$ cat config.mk
export PLATFORM = sky130hd
export DESIGN_NAME = space_vector_pwm_duty_top
export DESIGN_NICKNAME = d
export VERILOG_FILES = /design/src/svpd_pkg.sv /design/src/space_vector_pwm_duty_top.sv /design/src/svpd_times.sv /design/src/svpd_compare.sv
export SDC_FILE = /design/constraint.sdc
export NUM_CORES = 1
export LEC_CHECK = 0
export ABC_AREA = 0
export BUFFER_PORTS_ARGS = -buffer_cell sky130_fd_sc_hd__buf_4
export CAP_MARGIN = 15
export CELL_PAD_IN_SITES_DETAIL_PLACEMENT = 1
export CELL_PAD_IN_SITES_GLOBAL_PLACEMENT = 1
export CORE_MARGIN = 8
export CORE_UTILIZATION = 30
export DETAILED_ROUTE_END_ITERATION = 8
export PLACE_DENSITY = 0.52
export SLEW_MARGIN = 40
export SYNTH_ARGS = -nofsm -noshare
export SYNTH_HDL_FRONTEND = slang
export SYNTH_SLANG_ARGS = --single-unit
export TNS_END_PERCENT = 100
$ cat constraint.sdc
create_clock -name i_clk -period 46.2 [get_ports i_clk]
set_clock_uncertainty 0.05 [all_clocks]
set_input_delay 6.93 -clock i_clk [delete_from_list [all_inputs] [get_ports i_clk]]
set_output_delay 6.93 -clock i_clk [all_outputs]
set_load 0.05 [all_outputs]
$ cat src/svpd_pkg.sv
// ----------------------------------------------------------------------------
// svpd_pkg: shared types and constants for the space vector PWM duty block
// Sector codes, fixed coefficients of the sector tests and time terms, and
// the widths of the result fields.
// ----------------------------------------------------------------------------
package svpd_pkg;

    // Result field widths
    localparam int OUT_W = 14;
    localparam int SEC_W = 3;

    // PWM period and its log2 (time terms are scaled by 1/PERIOD)
    localparam int PERIOD      = 1024;
    localparam int PERIOD_LOG2 = 10;

    // Coefficients: sector boundary test and active-vector time terms
    localparam int K_EDGE  = 1774;
    localparam int K_BETA  = 1024;
    localparam int K_A768  = 768;
    localparam int K_B443  = 443;
    localparam int K_B887  = 887;

    // Sector codes; code 0 is the first sector of the hexagon
    typedef enum logic [SEC_W-1:0] {
        SEC_0 = 3'd0,
        SEC_1 = 3'd1,
        SEC_2 = 3'd2,
        SEC_3 = 3'd3,
        SEC_4 = 3'd4,
        SEC_5 = 3'd5
    } t_sector;

endpackage

$ cat src/space_vector_pwm_duty_top.sv
// ----------------------------------------------------------------------------
// space_vector_pwm_duty_top: space vector PWM duty calculator
// Turns an (alpha, beta) voltage request into three centred phase compare
// values and the sector number, for a period of 1024 counts.
// ----------------------------------------------------------------------------
// A request enters the input register and its result is offered from the
// result register: the input register feeds the sector search, the active-time
// division and the compare stacking in one combinational pass, and the result
// register holds the outcome. Both registers advance together under
// back-pressure, so the block sustains one request per cycle while the output
// side is ready; a waiting result holds the input register and with it the
// input. Inputs are taken as IN_WIDTH-bit two's complement; compare values
// wrap to 14 bits and are not saturated when the vector lies outside the
// hexagon.
module space_vector_pwm_duty_top #(
    parameter int IN_WIDTH = 12
) (
    input  logic               i_clk,
    input  logic               i_rst_n,
    // slave side
    input  logic               i_s_tvalid,
    output logic               o_s_tready,
    // [IN_WIDTH-1:0] volt_alpha, [2*IN_WIDTH-1:IN_WIDTH] volt_beta, zero pad
    input  logic [((2*IN_WIDTH+7)/8)*8-1:0] i_s_tdata,
    // master side
    output logic               o_m_tvalid,
    input  logic               i_m_tready,
    // [13:0] compare_u, [27:14] compare_v, [41:28] compare_w,
    // [44:42] sector_index, [47:45] zero pad
    output logic [47:0]        o_m_tdata
);

    localparam int TW         = IN_WIDTH + 2;
    localparam int CW         = (IN_WIDTH + 4 > svpd_pkg::OUT_W) ?
                                (IN_WIDTH + 4) : svpd_pkg::OUT_W;
    localparam int OW         = svpd_pkg::OUT_W;
    localparam int SW         = svpd_pkg::SEC_W;
    localparam int PAD_W      = 48 - 3*OW - SW;

    // Stage registers
    logic                       r_in_vld;
    logic signed [IN_WIDTH-1:0] r_alpha;
    logic signed [IN_WIDTH-1:0] r_beta;
    logic                       r_out_vld;
    logic [OW-1:0]              r_cmp_u;
    logic [OW-1:0]              r_cmp_v;
    logic [OW-1:0]              r_cmp_w;
    svpd_pkg::t_sector          r_out_sector;

    // Combinational results
    svpd_pkg::t_sector          n_sector;
    logic signed [TW-1:0]       ta_sel;
    logic signed [TW-1:0]       tb_sel;
    logic [OW-1:0]              n_cmp_u;
    logic [OW-1:0]              n_cmp_v;
    logic [OW-1:0]              n_cmp_w;

    logic out_free;
    logic in_free;

    // Stall chain: a stage may load when it is empty or its contents move on
    assign out_free   = !r_out_vld || i_m_tready;
    assign in_free    = !r_in_vld || out_free;
    assign o_s_tready = in_free;

    // Sector and active times
    svpd_times #(
        .IN_WIDTH (IN_WIDTH),
        .TW       (TW)
    ) u_times (
        .i_alpha  (r_alpha),
        .i_beta   (r_beta),
        .o_sector (n_sector),
        .o_ta     (ta_sel),
        .o_tb     (tb_sel)
    );

    // Centred compare values
    svpd_compare #(
        .TW (TW),
        .CW (CW)
    ) u_compare (
        .i_sector (n_sector),
        .i_ta     (ta_sel),
        .i_tb     (tb_sel),
        .o_cmp_u  (n_cmp_u),
        .o_cmp_v  (n_cmp_v),
        .o_cmp_w  (n_cmp_w)
    );

    // Valid bits
    always_ff @(posedge i_clk) begin
        if (!i_rst_n) begin
            r_in_vld  <= 1'b0;
            r_out_vld <= 1'b0;
        end else begin
            if (in_free) begin
                r_in_vld <= i_s_tvalid;
            end
            if (out_free) begin
                r_out_vld <= r_in_vld;
            end
        end
    end

    // Payload: hold while the next stage is stalled
    always_ff @(posedge i_clk) begin
        if (in_free) begin
            r_alpha <= i_s_tdata[IN_WIDTH-1:0];
            r_beta  <= i_s_tdata[2*IN_WIDTH-1:IN_WIDTH];
        end
        if (out_free) begin
            r_cmp_u      <= n_cmp_u;
            r_cmp_v      <= n_cmp_v;
            r_cmp_w      <= n_cmp_w;
            r_out_sector <= n_sector;
        end
    end

    assign o_m_tvalid = r_out_vld;
    assign o_m_tdata  = {PAD_W'(0), r_out_sector, r_cmp_w, r_cmp_v, r_cmp_u};

endmodule

$ cat src/svpd_times.sv
// ----------------------------------------------------------------------------
// svpd_times: sector search and active-vector times
// Finds the sector from three sign tests and computes the two active times,
// each divided by the period with truncation toward zero.
// ----------------------------------------------------------------------------
module svpd_times #(
    parameter int IN_WIDTH = 12,
    parameter int TW       = 14
) (
    input  logic signed [IN_WIDTH-1:0] i_alpha,
    input  logic signed [IN_WIDTH-1:0] i_beta,
    output svpd_pkg::t_sector          o_sector,
    output logic signed [TW-1:0]       o_ta,
    output logic signed [TW-1:0]       o_tb
);

    // Product width: input plus the 11-bit coefficients plus a sign bit
    localparam int PW = IN_WIDTH + 12;

    logic signed [PW-1:0] a_x;
    logic signed [PW-1:0] b_x;
    logic signed [PW-1:0] p_edge;
    logic signed [PW-1:0] p_beta;
    logic signed [PW-1:0] p_a768;
    logic signed [PW-1:0] p_b443;
    logic signed [PW-1:0] p_b887;
    logic signed [PW-1:0] s_plus;
    logic signed [PW-1:0] s_minus;
    logic                 b_pos;
    logic                 sp_pos;
    logic                 sm_pos;
    logic signed [PW-1:0] num_a;
    logic signed [PW-1:0] num_b;
    logic signed [PW-1:0] adj_a;
    logic signed [PW-1:0] adj_b;
    logic signed [PW-1:0] quo_a;
    logic signed [PW-1:0] quo_b;

    // Sign-extend and form the constant products
    assign a_x     = PW'(i_alpha);
    assign b_x     = PW'(i_beta);
    assign p_edge  = a_x * PW'(svpd_pkg::K_EDGE);
    assign p_beta  = b_x * PW'(svpd_pkg::K_BETA);
    assign p_a768  = a_x * PW'(svpd_pkg::K_A768);
    assign p_b443  = b_x * PW'(svpd_pkg::K_B443);
    assign p_b887  = b_x * PW'(svpd_pkg::K_B887);
    assign s_plus  = p_edge + p_beta;
    assign s_minus = p_edge - p_beta;

    // Strict positive tests
    assign b_pos  = !i_beta[IN_WIDTH-1] && (i_beta != '0);
    assign sp_pos = !s_plus[PW-1] && (s_plus != '0);
    assign sm_pos = !s_minus[PW-1] && (s_minus != '0);

    // Pick the sector
    always_comb begin
        if (b_pos) begin
            if (sp_pos) begin
                o_sector = sm_pos ? svpd_pkg::SEC_0 : svpd_pkg::SEC_1;
            end else begin
                o_sector = svpd_pkg::SEC_2;
            end
        end else begin
            if (sp_pos) begin
                o_sector = svpd_pkg::SEC_5;
            end else begin
                o_sector = sm_pos ? svpd_pkg::SEC_4 : svpd_pkg::SEC_3;
            end
        end
    end

    // Select the time numerators for the sector
    always_comb begin
        case (o_sector)
            svpd_pkg::SEC_0: begin
                num_a = p_a768 - p_b443;
                num_b = p_b887;
            end
            svpd_pkg::SEC_1: begin
                num_a = p_a768 + p_b443;
                num_b = p_b443 - p_a768;
            end
            svpd_pkg::SEC_2: begin
                num_a = -p_a768 - p_b443;
                num_b = p_b887;
            end
            svpd_pkg::SEC_3: begin
                num_a = p_b443 - p_a768;
                num_b = -p_b887;
            end
            svpd_pkg::SEC_4: begin
                num_a = p_a768 - p_b443;
                num_b = -p_a768 - p_b443;
            end
            default: begin
                num_a = p_a768 + p_b443;
                num_b = -p_b887;
            end
        endcase
    end

    // Divide by the period, truncating toward zero: bias negatives first
    assign adj_a = num_a + (num_a[PW-1] ? PW'(svpd_pkg::PERIOD - 1) : '0);
    assign adj_b = num_b + (num_b[PW-1] ? PW'(svpd_pkg::PERIOD - 1) : '0);
    assign quo_a = adj_a >>> svpd_pkg::PERIOD_LOG2;
    assign quo_b = adj_b >>> svpd_pkg::PERIOD_LOG2;
    assign o_ta  = quo_a[TW-1:0];
    assign o_tb  = quo_b[TW-1:0];

endmodule

$ cat src/svpd_compare.sv
// ----------------------------------------------------------------------------
// svpd_compare: centred phase compare values
// Splits the zero time into two halves and stacks the active times on the
// first half, in the phase order that the sector gives.
// ----------------------------------------------------------------------------
module svpd_compare #(
    parameter int TW = 14,
    parameter int CW = 18
) (
    input  svpd_pkg::t_sector                 i_sector,
    input  logic signed [TW-1:0]              i_ta,
    input  logic signed [TW-1:0]              i_tb,
    output logic [svpd_pkg::OUT_W-1:0]        o_cmp_u,
    output logic [svpd_pkg::OUT_W-1:0]        o_cmp_v,
    output logic [svpd_pkg::OUT_W-1:0]        o_cmp_w
);

    logic signed [CW-1:0] ta_x;
    logic signed [CW-1:0] tb_x;
    logic signed [CW-1:0] t_zero;
    logic signed [CW-1:0] t_half;
    logic signed [CW-1:0] step_1;
    logic signed [CW-1:0] step_2;
    logic signed [CW-1:0] lvl_0;
    logic signed [CW-1:0] lvl_1;
    logic signed [CW-1:0] lvl_2;
    logic                 a_first;

    assign ta_x = CW'(i_ta);
    assign tb_x = CW'(i_tb);

    // Zero time and its half, truncated toward zero
    assign t_zero = CW'(svpd_pkg::PERIOD) - ta_x - tb_x;
    assign t_half = (t_zero + (t_zero[CW-1] ? CW'(1) : CW'(0))) >>> 1;

    // Sectors 0 and 5 stack ta first, the others tb first
    assign a_first = (i_sector == svpd_pkg::SEC_0) || (i_sector == svpd_pkg::SEC_5);
    assign step_1  = a_first ? ta_x : tb_x;
    assign step_2  = a_first ? tb_x : ta_x;
    assign lvl_0   = t_half;
    assign lvl_1   = t_half + step_1;
    assign lvl_2   = lvl_1 + step_2;

    // Route the three levels to the phases
    always_comb begin
        case (i_sector)
            svpd_pkg::SEC_0: begin
                o_cmp_u = lvl_0[svpd_pkg::OUT_W-1:0];
                o_cmp_v = lvl_1[svpd_pkg::OUT_W-1:0];
                o_cmp_w = lvl_2[svpd_pkg::OUT_W-1:0];
            end
            svpd_pkg::SEC_1: begin
                o_cmp_v = lvl_0[svpd_pkg::OUT_W-1:0];
                o_cmp_u = lvl_1[svpd_pkg::OUT_W-1:0];
                o_cmp_w = lvl_2[svpd_pkg::OUT_W-1:0];
            end
            svpd_pkg::SEC_2: begin
                o_cmp_v = lvl_0[svpd_pkg::OUT_W-1:0];
                o_cmp_w = lvl_1[svpd_pkg::OUT_W-1:0];
                o_cmp_u = lvl_2[svpd_pkg::OUT_W-1:0];
            end
            svpd_pkg::SEC_3: begin
                o_cmp_w = lvl_0[svpd_pkg::OUT_W-1:0];
                o_cmp_v = lvl_1[svpd_pkg::OUT_W-1:0];
                o_cmp_u = lvl_2[svpd_pkg::OUT_W-1:0];
            end
            svpd_pkg::SEC_4: begin
                o_cmp_w = lvl_0[svpd_pkg::OUT_W-1:0];
                o_cmp_u = lvl_1[svpd_pkg::OUT_W-1:0];
                o_cmp_v = lvl_2[svpd_pkg::OUT_W-1:0];
            end
            default: begin
                o_cmp_u = lvl_0[svpd_pkg::OUT_W-1:0];
                o_cmp_w = lvl_1[svpd_pkg::OUT_W-1:0];
                o_cmp_v = lvl_2[svpd_pkg::OUT_W-1:0];
            end
        endcase
    end

endmodule
# Word level (Yosys, flattened, before mapping)
# Cells that the tools add are included.
# totals
ff_bits,71
inputBits,28
out_inout_bits,50
wordCells,70
# op_classes
addsub,15
multipliers,4
eq_ne,5
mux,15
n_reduce_logical,23
# ops
op,count
$pmux 24 s3,2
$pmux 14 s2,3
$sub 24x24->24,3
$add 24x10->24,2
$neg 24->24,2
$reduce_bool 24->1,2
$mul 12x11->23 const B,2
$add 14x14->14,2
$mux 14,2
$add 24x22->24,1
$add 24x24->24,1
$sub 24x22->24,1
$mul 12x10->22 const B,1
$mux 10,2
$reduce_or 2->1,8
$sub 15x14->16,1
$add 15x15->15,1
$mul 12x3->15 const B,1
$sub 12x14->15 const A,1
$mux 3,4
$reduce_bool 12->1,1
$eq 3x2->1 const B,2
$eq 3x3->1 const B,2
$logic_not 1->1,5
other kinds (5),10

# Longest topological paths before layout
# Gate-level depths: netlist of the first run.
# depth
depth_word,19
depth_mapped,96
mapped_depth_nobuf,89

# Cells and area by module
# A second synthesis of the first run with hierarchy kept.
# unflattened
cells_unflattened,2861
area_unflattened_um2,23233.5
# by_module_without_submodules
module,instances,cells_per_inst,area_per_inst_um2,seq_area_each_um2
svpd_times,1,2172,17016.3,0.0
svpd_compare,1,607,4033.9,0.0
space_vector_pwm_duty_top,1,82,2183.3,2112.0

# Least setup slack after synthesis of the first run
# OpenSTA, ideal clock, no wires.
# synth_path
kind,reg2reg
startpoint,register r_alpha[3]
endpoint,register r_cmp_v[13] (data pin)
setup_time_ps,265
arrival_time_ps,16618
required_time_ps,45885
slack_ps,29266
stages_incl_launch_ff,95
path_buffers,7
synth_period_minus_slack_ps,16934
cell_sequence,edfxtp_1 ha_1 inv_1 fa_1 inv_1 ha_1 fa_1 inv_1 fa_1 inv_1 ha_1 o21a_1 o31a_1 o21ai_0 a21boi_0 o21ai_0 a21boi_0 o21ai_0 [... 59 more ...] o21bai_1 a21oi_1 xor2_1 inv_1 ha_1 nor2b_1 o21a_1 nor2_1 nor2b_1 o21a_1 o21ai_0 nand2b_1 a21oi_1 o21ai_0 xnor2_1 xnor2_2 o32ai_1 nor3_2
# synth_between
elab_chain_cells,19
elab_cells_between_ends,46
classes_between,14 x add/sub; 2 x mul; 5 x eq/ne; 13 x mux; 12 x reduce/logical
# synth_rtl
item,line_no,rtl
start: declaration,space_vector_pwm_duty_top.sv:42,logic signed [IN_WIDTH-1:0] r_alpha;
start signal: assignment,space_vector_pwm_duty_top.sv:109,r_alpha <= i_s_tdata[IN_WIDTH-1:0];
$mul 12x11->23,svpd_times.sv:42,assign p_edge = a_x * PW'(svpd_pkg::K_EDGE);
$sub 24x22->24,svpd_times.sv:48,assign s_minus = p_edge - p_beta;
$reduce_bool 24->1 or $logic_not 1->1 (tied branches),svpd_times.sv:53,assign sm_pos = !s_minus[PW-1] && (s_minus != '0);
$logic_and 1x1->1,svpd_times.sv:53,
$mux 3 or $mux 1 (tied branches),"svpd_times.sv:67, svpd_times.sv:59",
$mux 3 (on tied branches),"svpd_times.sv:64, svpd_times.sv:58",
$mux 3,svpd_times.sv:57,if (b_pos) begin
$eq 3x3->1 or $logic_not 3->1 (tied branches),"svpd_times.sv:74, svpd_compare.sv:37, svpd_compare.sv:46",
[... 4 more ...],n/a,
$sub 12x14->15,svpd_compare.sv:33,assign t_zero = CW'(svpd_pkg::PERIOD) - ta_x - tb_x;
$sub 15x14->16,svpd_compare.sv:33,
$mux 1,svpd_compare.sv:34,assign t_half = (t_zero + (t_zero[CW-1] ? CW'(1) : CW'(0))) >>> 1;
$add 15x15->15,svpd_compare.sv:34,
$add 14x14->14,svpd_compare.sv:41,assign lvl_1 = t_half + step_1;
$add 14x14->14,svpd_compare.sv:42,assign lvl_2 = lvl_1 + step_2;
$pmux 14 s2 *,svpd_compare.sv:46,case (i_sector)
net n_cmp_v[13],space_vector_pwm_duty_top.sv:55,logic [OW-1:0] n_cmp_v;
end signal: assignment,space_vector_pwm_duty_top.sv:114,r_cmp_v <= n_cmp_v;
end: declaration,space_vector_pwm_duty_top.sv:46,logic [OW-1:0] r_cmp_v;
# The timed path passes the listed nets; every way through them passes the cells marked *.
# A chain may end at the register's enable or synchronous reset.

# Worst setup path in the final report of the first run
# layout_path
startpoint,register r_alpha[0]
endpoint,register r_cmp_v[13] (data pin)
# Same word-level chain as after synthesis.

==> results of run 1 <==
[worst register-to-register path: cells and delay by family, from the launching register on]
| kind | cells | cell delay (ns) |
|---|---|---|
| flip-flops | 1 | 0.62 |
| buffers and inverters | 10 | 1.40 |
| AND/OR/NAND/NOR | 16 | 2.99 |
| AO/OA/AOI/OAI | 41 | 8.84 |
| XOR/XNOR | 5 | 1.38 |
| adder cells (fa/ha/maj) | 13 | 5.42 |
[routing by layer]
metal	share of wire, %	up-vias	track usage [%]
met1	45	10500	25.8
met3	2.8	109	2.08
li1	-	9987	-
met5	0.018	-	0
met2	48	359	36.0
met4	3.2	2	6.54
[cell type report]
type | instances | area [um^2]
multi-input combinational | 2288 | 19000
sequential | 71 | 2110
fill | 9073 | 51000
inverter | 398 | 1500
timing repair buffer | 100 | 751
tap | 1030 | 1290
clock inverter | 7 | 77.6
clock buffer | 9 | 225
[cell families (layout without fill, tap and decap cells)]
group                    Yosys count  count (layout)
XOR/XNOR                         228             228
buffers and inverters            504             514
AO/OA/AOI/OAI                    757             757
flip-flops                        71              71
other                              1               3
adder cells (fa/ha/maj)          546             546
AND/OR/NAND/NOR                  727             727
multiplexers                      27              27
[state kept, by name, summed over array words and instances, names as in the netlist]
| name | count |
|---|---|
| r_cmp_u | 14 |
| r_in_vld | 1 |
| r_cmp_w | 14 |
| r_alpha | 12 |
| r_beta | 12 |
| r_cmp_v | 14 |
| o_m_tvalid | 1 |
| r_out_sector | 3 |
[placed cells by master (no fill, tap or decap), types with 22 or more instances in the layout]
cell / Yosys / layout
a211oi_1: 41 / 41
a21o_1: 55 / 55
a21oi_1: 192 / 192
a31oi_1: 40 / 40
buf_4: 5 / 100
edfxtp_1: 69 / 69
fa_1: 159 / 159
ha_1: 377 / 377
inv_1: 393 / 392
mux2i_1: 27 / 27
nand2_1: 196 / 194
nand2b_1: 32 / 32
nand3_1: 51 / 51
nor2_1: 197 / 195
nor2b_1: 32 / 32
nor3_1: 54 / 53
o21a_1: 22 / 22
o21ai_0: 135 / 134
o21bai_1: 28 / 28
o22ai_1: 30 / 30
o31ai_1: 26 / 26
or3_1: 23 / 23
xnor2_1: 137 / 137
xor2_1: 86 / 86
[worst min path at each step]
stage                 endpoint  slack, ns
floorplan           o_m_tvalid       0.41
global placement    o_m_tvalid       0.43
detailed placement  o_m_tvalid       0.47
CTS                 o_m_tvalid       0.50
global route        o_m_tvalid       0.54
finish              o_m_tvalid       0.49
[stage by stage]
step | worst slack, ns | hold slack, ns | util [%] | std cells
final | 25.40 | 0.490 | 32.9 | 3903
after global routing | 23.38 | 0.538 | 32.9 | 3903
after CTS | 25.25 | 0.499 | 32.9 | 3903
after detailed placement | 25.33 | 0.469 | 32.5 | 3887
after global placement | 26.10 | 0.429 | 32.5 | 3887
after floorplan | 29.27 | 0.413 | - | 2863
==> impl_results.md, run 1 <==
- Status: finished clean
- CP Depth: 85
- Gr ovfl total: 0
- Post-synthesis compound-gate area fraction: 22.0%
- Post-DP HPWL: 74.9 mm
- Die width: 293 um
- Post-DRT Antenna Nets: 0
- Slew at the pin with the worst max-slew slack: 0.888 ns
- Pin count of the biggest net entering global routing: 73
- Worst reg2reg path depth: 85
- GPL Wtd Cong: 0.888
- Fin area: 25000 um^2
- Critical Path RT: 46.40 ns
- Cell row count: 101
- Initial drt markers: 1010
- Die ar.: 85800 um^2
- Largest stage delay on the critical path: 0.72 ns
- Sequential-to-total area share from yosys stat: 9.18%
- Drt drc: 0
- Hold_buf cts: 0
- Post-synthesis simple-gate area fraction: 15.6%
- Clk buf depth: 2
- Most frequent cells after synthesis: inv_1 (393), ha_1 (377), nor2_1 (197), nand2_1 (196), a21oi_1 (192)
- R2r startpoint: r_alpha[0]
- Vias per cell: 5.36
- CP Capture Type: flip-flop
- Synth unique cells: 105
- Core area: 75900 um^2
- Number of synthesized flops with an enable pin: 69
- Synth async-reset ratio: 0%
- Largest family of logic cells by synthesized area: adder cells
- Antenna diode count: 0
- First-pass GRT wire length: 136 mm
- Post-DP Area: 24700 um^2
- Critical path launch point: r_alpha[0]
- Min-delay src: r_in_vld
- CTS HTree Levels: 3
- Vias: 20900
- Slew HR: 40.3%
- Setup_tns: 0 ns
- Max Slew Vio Count: 0
- DRT Pass-1 Iters: 5
- Top delay family on crit path: compound AO/OA/AOI/OAI gates
- Initial antenna violation count: 2
- R2R Path End: r_cmp_v[13]
- Clock Tree Root: clkbuf_16
- Min Tclk post-route: 20.80 ns
- CP max FO: 50
- #FFs+latches synth: 71
- CP most frequent cell: o21ai_0
- Maxcap violations: 0
- Critical path destination: r_cmp_v[13]
- Share of cells above drive strength 1: 6.44%
- WP data arrival: 21.00 ns
- Mux cell area share after synthesis: 1.17%
- Worst min-delay path category: reg -> reg
- Tcrit/Tclk final: 45.0%
- Final setup fails: 0
- CP Class: reg -> reg
- Ys flop type: edfxtp_1
- R2R setup slack: 25.40 ns
- Worst path bufs/invs: 10
- Dominant cells by area after synthesis: ha_1 (21%), fa_1 (14%), edfxtp_1 (9.0%), inv_1 (6.4%), xnor2_1 (5.2%)
- CP Launch Type: flip-flop
- IO Port Bufs: 74
- CTS tree: done
- Top-count cell post-synth: inv_1
- Routed WL per cell: 22.9 um
- CP max-delay cell: nand2_1
- CTS Buf Count: 9
- Vias in the first global route: 22500
- Final hold violation count: 0
- # clock sinks: 71
- Post-Syn Area: 23000 um^2
- Clock latency on the worst-skew pair: 0.40 ns
- Yosys warns: 0
- GR Util All Layers: 20.3%
- Wirelength, routed: 89.3 mm
- Initial core utilization: 30.3%
- RSZ-0062 raised after global routing: no
- Nets: 3432
- Yosys top cell by area: ha_1
- Post-Syn Instances: 2861
- Setup Buffers After CTS: 0
- Syn_area_per_cell: 8.04 um^2
- Die Y: 293 um
- CTS clock-pin slew for the worst setup and hold paths: 0.08 ns
- Synth-to-Final Area Change: 8.56%
- Top-level I/O count: 78
- Top-area cell type share of the netlist area: 20.5%
- Hold Crit Depth: 1
- Maximum clock rate: 0.0481 GHz
- Xor/xnor share of the synthesized area: 8.84%
- CTS resizes: 0
- Post-Synth Adder-Cell Area: 34.8%
Power of run 1 is left out: the tool's default activity adds up to more than one toggle a clock period on the data nets, which glitch-free logic cannot reach.
==> run 2, diff against run 1 <==
==> constraint.sdc (replaced) <==
create_clock -name i_clk -period 20 [get_ports i_clk]
set_clock_uncertainty 0.05 [all_clocks]
set_input_delay 3 -clock i_clk [delete_from_list [all_inputs] [get_ports i_clk]]
set_output_delay 3 -clock i_clk [all_outputs]
set_load 0.05 [all_outputs]
==> impl_results.md, run 2 (synthesized netlist as in run 1, its figures left out) <==
- Tcrit/Tclk final: 93.9% (+49 points)
- Die ar.: 85800 um^2 (unchanged)
- Hold_buf cts: 0 (unchanged)
- GPL Wtd Cong: 0.891 (+0.32%)
- CP Launch Type: flip-flop
- Clk buf depth: 2 (unchanged)
- Vias: 21100 (+0.80%)
- R2R setup slack: 1.23 ns (-24.17 ns)
- Min Tclk post-route: 18.77 ns (-2.03 ns)
- Die width: 293 um (unchanged)
- Final hold violation count: 0 (unchanged)
- Top sig layer: met4
- Slew HR: 42.5% (+2.1 points)
- Share of cells above drive strength 1: 8.49% (+2.1 points)
- DRT Pass-1 Iters: 5 (unchanged)
- Clock Tree Root: clkbuf_16
- Gr ovfl total: 0 (unchanged)
- Biggest regs: r_cmp_u x14, r_cmp_v x14, r_cmp_w x14
- Pin count of the biggest net entering global routing: 72 (-1.4%)
- R2r startpoint: r_beta[3]
- CP Capture Type: flip-flop
- Post-DP HPWL: 76.9 mm (+2.6%)
- Status: finished clean
- Slew at the pin with the worst max-slew slack: 0.857 ns (-0.0316 ns)
- First-pass GRT wire length: 139 mm (+2.4%)
- Die Y: 293 um (unchanged)
- Nets: 3468 (+1.0%)
- Post-DRT Antenna Nets: 0 (unchanged)
- R2R Path End: r_cmp_v[12]
- Final Core Density: 33.4% (+0.49 points)
- Top-level I/O count: 78 (unchanged)
- CP max FO: 11 (-78%)
- Initial core utilization: 30.3% (unchanged)
- CTS clock-pin slew for the worst setup and hold paths: 0.08 ns (about the same)
- Hold endpoint: o_m_tvalid
- Vias per cell: 5.35 (-0.15%)
- Met2 wire length: 44.2 mm (+2.1%)
- Cell row count: 101 (unchanged)
- RSZ-0062 raised after global routing: no
- Worst reg2reg path depth: 80 (-5.9%)
- Setup_tns: 0 ns (unchanged)
- Max Slew Vio Count: 0 (unchanged)
- Commonest non-fill, non-tap cell in the layout: inv_1
- Largest stage delay on the critical path: 0.63 ns (-0.09 ns)
- WP data arrival: 18.86 ns (-2.14 ns)
- Drt drc: 0 (unchanged)
- IO Port Bufs: 74 (unchanged)
- Initial antenna violation count: 0 (-2)
- Met1 wire length: 42.5 mm (+4.7%)
- Synth-to-Final Area Change: 10.2%
- Critical Path RT: 20.09 ns (-26.31 ns)
- Maxcap violations: 0 (unchanged)
- Met3 routed wirelength: 2.38 mm (-5.5%)
- Vias in the first global route: 22700 (+0.55%)
- Worst min-delay path category: reg -> reg
- Routed WL per cell: 23.2 um (+1.5%)
- Final setup fails: 0 (unchanged)
- Min-delay src: r_in_vld
- CP most frequent cell: ha_1
- CP max-delay cell: edfxtp_1
- Commonest non-fill, non-tap cells in the layout: inv_1 (391), ha_1 (373), nand2_1 (193), nor2_1 (193), a21oi_1 (190)
- CTS Buf Count: 9 (unchanged)
- Fin Hold WS: 0.456 ns (-0.0338 ns)
- CTS HTree Levels: 3 (unchanged)
- Initial drt markers: 1138 (+13%)
- GR Util All Layers: 20.8% (+0.44 points)
- Wirelength, routed: 91.5 mm (+2.5%)
- Maximum clock rate: 0.0533 GHz (+11%)
- CP Class: reg -> reg
- CTS tree: done
- Clock latency on the worst-skew pair: 0.39 ns (about the same)
- Core area: 75900 um^2 (unchanged)
- # clock sinks: 71 (unchanged)
- Hold Crit Depth: 1 (unchanged)
## run 2: cell type report
cell class	instances	area [um^2]
fillers	9112	50600
multi-input cells	2290	19100
flip-flops and latches	71	2110
inverters	398	1500
well taps	1030	1290
repair buffers	134	1010
clock buffers	9	225
clock inverters	7	61.3
diodes	1	2.50
## run 2: layer usage
metal  GRT usage, %  vias up
li1               -    10100
met1           27.0    10600
met2           36.6      351
met4           5.51        0
met3           1.98       93
met5              0        -
## run 2: critical path: cells and delay by family (launching register included)
| kind | cells | cell delay [ns] |
|---|---|---|
| simple gates | 16 | 3.34 |
| compound gates | 34 | 6.85 |
| buf+inv | 10 | 0.84 |
| mux | 1 | 0.10 |
| xor+xnor | 5 | 1.33 |
| flops | 1 | 0.63 |
| fa+ha+maj | 14 | 5.32 |
## run 2: what timing repair did
item / 4_1_cts / 5_1_grt
setup endpoints to repair: 0 / 24
gates resized for setup: 0 / 29
setup buffers: 0 / 12
## run 2: worst max path at each step
stage,startpoint,to,slack (ns),cells past startpoint
2_1_floorplan,r_alpha[3],r_cmp_v[13],3.07,94
3_3_place_gp,r_alpha[3],r_cmp_v[12],0.59,81
3_5_place_dp,r_alpha[3],r_cmp_v[12],0.14,81
4_1_cts,r_alpha[5],r_cmp_v[12],0.02,81
5_1_grt,r_beta[3],r_cmp_v[12],0.02,80
6_report,r_beta[3],r_cmp_v[12],1.23,80
## run 2: metrics by stage
step	instances	area [um^2]	setup WS, ns
after global routing	3939	25300	0.0182
final	3940	25300	1.23
after detailed placement	3908	24800	0.144
after CTS	3924	25100	0.0232
after global placement	3908	24800	0.591
after floorplan	2863	23000	3.07
Power of run 2 is left out for the same reason.
